`src/hw/rtl/bpa_pkg.sv`:
```
`timescale 1ns / 1ps
// Shared types and constants for the bitmap page allocator.
// No dependencies; every other file of the block imports this package.
package bpa_pkg;

    // Default configuration, used as the parameter defaults of the design modules.
    localparam int DEF_WORD_COUNT = 16384;
    localparam int DEF_PAGE_BYTES = 4096;

    // Fixed geometry of the bitmap and of the address fields.
    localparam int WORD_BITS = 64;
    localparam int BIT_W     = 6;
    localparam int ADDR_W    = 32;
    // A rounded-up end address needs one bit more than a byte address.
    localparam int QUO_W     = ADDR_W + 1;

    typedef enum logic [1:0] {
        OP_ALLOC = 2'd0,
        OP_FREE  = 2'd1,
        OP_MARK  = 2'd2
    } t_op;

    typedef enum logic [1:0] {
        ST_DONE = 2'd0,
        ST_NONE = 2'd1,
        ST_BAD  = 2'd2
    } t_status;

    // Dividend source for the page-number divider.
    typedef enum logic [1:0] {
        DSEL_FREE  = 2'd0,
        DSEL_START = 2'd1,
        DSEL_END   = 2'd2
    } t_div_sel;

    // Kind of bitmap write issued in a cycle.
    typedef enum logic [2:0] {
        WR_OFF   = 3'd0,
        WR_CLEAR = 3'd1,
        WR_FREE  = 3'd2,
        WR_MARK  = 3'd3,
        WR_ALLOC = 3'd4
    } t_wr_kind;

    // Commands from the controller to the datapath.
    typedef struct packed {
        logic     load;
        logic     scan_init;
        logic     rd;
        logic     scan_chk;
        logic     scan_next;
        logic     div_start;
        t_div_sel div_sel;
        logic     save_a;
        logic     save_b;
        logic     ptr_init;
        logic     ptr_next;
        t_wr_kind wr;
        logic     res_load;
        t_status  res_status;
        logic     res_use_addr;
    } t_cmd;

    // Status flags from the datapath to the controller.
    typedef struct packed {
        logic clr_last;
        logic scan_end;
        logic word_full;
        logic page_over;
        logic div_done;
        logic free_bad;
        logic mark_bad;
        logic mark_empty;
        logic mark_last;
    } t_stat;

endpackage

```
`src/hw/rtl/bpa_ctrl.sv`:
```
`timescale 1ns / 1ps
// Controller state machine of the page allocator: sequences clear, scan, divide and update.
// Depends on bpa_pkg for the command and status structs.
module bpa_ctrl (
    input  logic           i_clk,
    input  logic           i_rst_n,
    input  logic           i_in_valid,
    output logic           o_in_ready,
    input  logic [1:0]     i_op,
    output logic           o_out_valid,
    input  logic           i_out_ready,
    output bpa_pkg::t_cmd  o_cmd,
    input  bpa_pkg::t_stat i_stat
);
    import bpa_pkg::*;

    typedef enum logic [12:0] {
        S_CLEAR = 13'b0000000000001,
        S_IDLE  = 13'b0000000000010,
        S_ARD   = 13'b0000000000100,
        S_ACHK  = 13'b0000000001000,
        S_ASET  = 13'b0000000010000,
        S_DSA   = 13'b0000000100000,
        S_DWA   = 13'b0000001000000,
        S_DSB   = 13'b0000010000000,
        S_DWB   = 13'b0000100000000,
        S_CHECK = 13'b0001000000000,
        S_WRD   = 13'b0010000000000,
        S_WMOD  = 13'b0100000000000,
        S_RESP  = 13'b1000000000000
    } t_state;

    t_state  r_state;
    t_state  n_state;
    t_op     r_op;
    t_op     n_op;
    t_status r_res;
    t_status n_res;
    logic    r_use_addr;
    logic    n_use_addr;
    logic    r_out_valid;
    logic    n_out_valid;

    always_comb begin
        n_state     = r_state;
        n_op        = r_op;
        n_res       = r_res;
        n_use_addr  = r_use_addr;
        n_out_valid = r_out_valid && !i_out_ready;
        o_in_ready  = 1'b0;
        o_cmd       = '0;
        o_cmd.res_status   = r_res;
        o_cmd.res_use_addr = r_use_addr;
        case (r_state)
            S_CLEAR: begin
                o_cmd.wr = WR_CLEAR;
                if (i_stat.clr_last) begin
                    n_state = S_IDLE;
                end
            end
            S_IDLE: begin
                o_in_ready = 1'b1;
                if (i_in_valid) begin
                    o_cmd.load      = 1'b1;
                    o_cmd.scan_init = 1'b1;
                    n_op            = t_op'(i_op);
                    n_res           = ST_DONE;
                    n_use_addr      = 1'b0;
                    case (i_op)
                        OP_ALLOC: n_state = S_ARD;
                        OP_FREE:  n_state = S_DSA;
                        OP_MARK:  n_state = S_DSA;
                        default: begin
                            n_res   = ST_BAD;
                            n_state = S_RESP;
                        end
                    endcase
                end
            end
            S_ARD: begin
                if (i_stat.scan_end) begin
                    n_res   = ST_NONE;
                    n_state = S_RESP;
                end else begin
                    o_cmd.rd = 1'b1;
                    n_state  = S_ACHK;
                end
            end
            S_ACHK: begin
                o_cmd.scan_chk = 1'b1;
                if (i_stat.word_full) begin
                    o_cmd.scan_next = 1'b1;
                    n_state         = S_ARD;
                end else begin
                    n_state = S_ASET;
                end
            end
            S_ASET: begin
                if (i_stat.page_over) begin
                    n_res = ST_NONE;
                end else begin
                    o_cmd.wr   = WR_ALLOC;
                    n_use_addr = 1'b1;
                end
                n_state = S_RESP;
            end
            S_DSA: begin
                o_cmd.div_start = 1'b1;
                o_cmd.div_sel   = (r_op == OP_FREE) ? DSEL_FREE : DSEL_START;
                n_state         = S_DWA;
            end
            S_DWA: begin
                if (i_stat.div_done) begin
                    o_cmd.save_a = 1'b1;
                    n_state      = (r_op == OP_MARK) ? S_DSB : S_CHECK;
                end
            end
            S_DSB: begin
                o_cmd.div_start = 1'b1;
                o_cmd.div_sel   = DSEL_END;
                n_state         = S_DWB;
            end
            S_DWB: begin
                if (i_stat.div_done) begin
                    o_cmd.save_b = 1'b1;
                    n_state      = S_CHECK;
                end
            end
            S_CHECK: begin
                o_cmd.ptr_init = 1'b1;
                if (r_op == OP_FREE) begin
                    if (i_stat.free_bad) begin
                        n_res   = ST_BAD;
                        n_state = S_RESP;
                    end else begin
                        n_state = S_WRD;
                    end
                end else if (i_stat.mark_bad) begin
                    n_res   = ST_BAD;
                    n_state = S_RESP;
                end else if (i_stat.mark_empty) begin
                    n_state = S_RESP;
                end else begin
                    n_state = S_WRD;
                end
            end
            S_WRD: begin
                o_cmd.rd = 1'b1;
                n_state  = S_WMOD;
            end
            S_WMOD: begin
                if (r_op == OP_FREE) begin
                    o_cmd.wr = WR_FREE;
                    n_state  = S_RESP;
                end else begin
                    o_cmd.wr = WR_MARK;
                    if (i_stat.mark_last) begin
                        n_state = S_RESP;
                    end else begin
                        o_cmd.ptr_next = 1'b1;
                        n_state        = S_WRD;
                    end
                end
            end
            S_RESP: begin
                if (!r_out_valid || i_out_ready) begin
                    o_cmd.res_load = 1'b1;
                    n_out_valid    = 1'b1;
                    n_state        = S_IDLE;
                end
            end
            default: begin
                n_state = S_IDLE;
            end
        endcase
    end

    always_ff @(posedge i_clk) begin
        if (!i_rst_n) begin
            r_state     <= S_CLEAR;
            r_out_valid <= 1'b0;
        end else begin
            r_state     <= n_state;
            r_out_valid <= n_out_valid;
        end
    end

    always_ff @(posedge i_clk) begin
        r_op       <= n_op;
        r_res      <= n_res;
        r_use_addr <= n_use_addr;
    end

    assign o_out_valid = r_out_valid;

endmodule

```
`config.mk`:
```
export PLATFORM = sky130hd
export DESIGN_NAME = bpa_ctrl
export DESIGN_NICKNAME = d
export VERILOG_FILES = /design/src/hw/rtl/bpa_pkg.sv /design/src/hw/rtl/bpa_ctrl.sv
export SDC_FILE = /design/constraint.sdc
export NUM_CORES = 1
export LEC_CHECK = 0
export BUFFER_PORTS_ARGS = -buffer_cell sky130_fd_sc_hd__buf_4
export CELL_PAD_IN_SITES_DETAIL_PLACEMENT = 0
export CELL_PAD_IN_SITES_GLOBAL_PLACEMENT = 1
export CORE_MARGIN = 4
export CORE_UTILIZATION = 30
export CTS_CLUSTER_SIZE = 12
export DETAILED_ROUTE_END_ITERATION = 10
export GPL_TIMING_DRIVEN = 0
export PLACE_DENSITY = 0.74
export SYNTH_ARGS = -nofsm -noshare
export SYNTH_HDL_FRONTEND = slang
export SYNTH_SLANG_ARGS = --single-unit
```
`constraint.sdc`:
```
create_clock -name i_clk -period 4 [get_ports i_clk]
set_input_delay 0.2 -clock i_clk [delete_from_list [all_inputs] [get_ports i_clk]]
set_output_delay 0.2 -clock i_clk [all_outputs]
set_load 0.1 [all_outputs]
```
==> impl_metrics.toml <==
[sta]
fin_skew_ns = 0.00719
rsz0062_at_grt = "false"
hold_slack_ns = 0.106
timing.fmax_ghz = 0.333
max_slew_margin = 0.543
fin_ws_ns = 0.999
hold_viol_final = 0
worst_pin_slew_ns = 0.679
slew_violations = 0
setup-violations-final = 0
setup_tns_ns = 0
layout_min_cycle_time_ns = 3.00
fin_crit_sh = 0.750

[setup_path]
crit_fanout = 8
cp_data_required_time_ns = 3.80
worst_ep_arrival_time_ns = 2.80
crit_path_end_kind = "output pin"
reg2reg_depth = 6
critical_path_class = "flip-flop to output pin"
worst-r2r-setup-slack_ns = 1.46
r2r_end = "r_use_addr$_DFFE_PP_"
crit-reg2reg-launch = "r_state[8]$_SDFFE_PN0P_"
cp-start-kind = "flip-flop"

[pwr]
p_sw_frac = 0.338
combPwrFrac = 0.278
powerDensity_nw_per_um2 = 267
vdd_drop_max_v = 0.000229
seq_power_share = 0.433
p_int_uw = 317
p_leak_nw = 0.773
pwr-share-clk = 0.289
p_sw_uw = 162

[cells_and_area]
nets = 221
diodes = 0
post-route-util = 0.403
syn_to_final_growth_pct = 27.4
drive_above_1_share = 0.286

[synth]
synth-edff-count = 5
synth_seq_area_share = 0.306
syn_nets = 181
ys.flop_type = "dfxtp_1"
yosys_warnings = 0
synth_top_area_cell = "dfxtp_1"
synth.avg_cell_area_um2 = 8.58
syn_inst = 164
yosysTopAreaCellShare = 0.199
syn-cell-area_um2 = 1410
yosysUniqueCellTypes = 53
synthTopCellsByArea = "dfxtp_1 (20%), edfxtp_1 (11%), nor4_1 (4.0%)"
yosys_register_bits = 19
ys_async_sr_fraction = 0

[cts]
htree_levels = 1
clock-sinks = 19
cts_tree = "yes"
cts_root_buf = "clkbuf_8"
post_cts_buffers = 0
postCtsHoldBufs = 0
clockBufferDepth = 2
postCtsResizedCells = 0
cts_buffers = 3
clk_pin_slew_worst_paths_ns = 0.07
clk-insertion-delay-late_ns = 0.26

[run]
maxCapViolations = 0

[die]
io_pins = 36
fp.dieArea_um2 = 5850
core_area_um2 = 4440
die_y_um = 76.5
initial_core_util = 0.316
die_x_um = 76.5
rows = 24

[min_path]
hold_depth = 2
hold_path_class = "input pin to flip-flop"
worstHoldEndpoint = "r_state[4]$_SDFFE_PN0P_"
min-delay-start = "i_stat[6]"

[detailed_routing]
drc = 0
first_pass_iters = 4
vias_per_cell = 5.44
drt-wirelength-per-cell_um = 15.4
antenna_left = 0
vias = 1387
drtIter0Drc = 129
wl_um = 3920

[placement]
gp_congestion = 0.826
hpwl_um = 3110
portBuffers = 35
preCtsSetupSlack_ns = 1.26

[grt]
grt_pass1_wl_um = 6550
antenna_found_initial = 0
grt_pass1_vias = 1326
grt.total_usage = 0.137
grt_max_degree = 11
gr-total-overflow = 0

[run_status]
outcome = "finished, final reports clean"
==> cells in the mapped netlist, drive strengths merged, types with 5 or more instances <==
| master | number |
|---|---|
| nand2b | 6 |
| nor2b | 5 |
| buf | 5 |
| nor3 | 11 |
| nand3 | 5 |
| inv | 5 |
| dfxtp | 14 |
| a21oi | 6 |
| edfxtp | 5 |
| nor4 | 12 |
| clkbuf | 8 |
| nand4 | 5 |
| nand2 | 7 |
| nor2 | 7 |
| and2 | 5 |
==> metal layers <==
metal | GRT usage | routed length (um)
met1 | 0.183 | 1900
met2 | 0.227 | 1770
met3 | 0.0355 | 229
met4 | 0.0163 | 16
met5 | 0 | 0
==> worst max-delay path: stages (launching register included) <==
cell and delay (ns):
dfxtp_1 0.30, buf_2 0.16, nor3_1 0.52, nand2_1 0.36, nor4b_4 0.46, and2_1 0.31
buf_4 0.15, buf_4 0.27
==> cell families after synthesis <==
kind of cell,after synthesis,synth area share
AND/OR/NAND/NOR,90,0.433
AO/OA/AOI/OAI,28,0.136
flip-flops,19,0.306
buffers and inverters,18,0.0605
XOR/XNOR,5,0.0311
multiplexers,2,0.0151
adder cells (fa/ha/maj),2,0.0178
==> layout by cell type, fill, tap and decap left out, types with 2 or more instances in the layout <==
cell      netlist  layout
buf_4           2      37
dfxtp_1        14      14
clkbuf_1        8       9
nor3_1          9       9
nor4_1          9       7
nor2_1          7       7
nand2_1         7       7
nand2b_1        6       6
a21oi_1         6       6
inv_1           5       5
nor4_2          3       5
nand4_1         5       5
nor2b_1         5       5
and2_1          5       5
nand3_1         5       5
edfxtp_1        5       5
nor3b_1         4       4
xor2_1          4       4
or2_2           3       3
o21a_1          3       3
and3_1          3       3
a31oi_1         3       3
clkbuf_8        0       3
buf_2           2       2
or3_1           2       2
and4b_1         2       2
o21ai_0         2       2
nand3b_1        2       2
or4_4           2       2
a21o_1          2       2
o41ai_1         2       2
o22a_1          2       2
a21boi_1        2       2
and3b_1         2       2
ha_1            2       2
==> sequential cells by signal, indices dropped and copies added (netlist names) <==
| signal | flops |
|---|---|
| r_res | 2 |
| r_state | 13 |
| r_op | 2 |
| o_out_valid | 1 |
| r_use_addr | 1 |
==> layout make-up <==
class                      count  area (um2)
sequential                    19         430
multi-input combinational    127         903
timing repair buffer          35         263
clock buffer                   4        45.0
fill                         473        2650
tap                           52        65.1
buffer                        13        66.3
inverter                       5        18.8
==> power groups by stage <==
stage / Clock (mW) / Sequential [mW] / Combinational (mW)
after floorplan: 0 / 0.218 / 0.0887
after global placement: 0 / 0.212 / 0.133
after detailed placement: 0 / 0.212 / 0.133
after CTS: 0.144 / 0.207 / 0.133
after global routing: 0.152 / 0.208 / 0.143
final: 0.138 / 0.207 / 0.133
==> worst max-delay path by stage <==
stage / from / end / slack (ns) / cells after the start
after floorplan: r_state[8]$_SDFFE_PN0P_ / o_cmd[18] / 0.11 / 6
after global placement: r_state[8]$_SDFFE_PN0P_ / o_cmd[18] / 1.26 / 7
after detailed placement: r_state[8]$_SDFFE_PN0P_ / o_cmd[18] / 1.26 / 7
after CTS: r_state[8]$_SDFFE_PN0P_ / o_cmd[18] / 1.0 / 7
after global routing: r_state[8]$_SDFFE_PN0P_ / o_cmd[18] / 0.73 / 7
final: r_state[8]$_SDFFE_PN0P_ / o_cmd[18] / 1.0 / 7
==> per-stage QoR <==
stage	std cells	power (mW)	area (um2)
5_1_grt	255	0.503	1790
6_report	255	0.478	1790
2_1_floorplan	164	0.307	1420
3_5_place_dp	251	0.345	1750
4_1_cts	255	0.485	1790
3_3_place_gp	251	0.345	1750
Power figures use the tool's default switching activity.
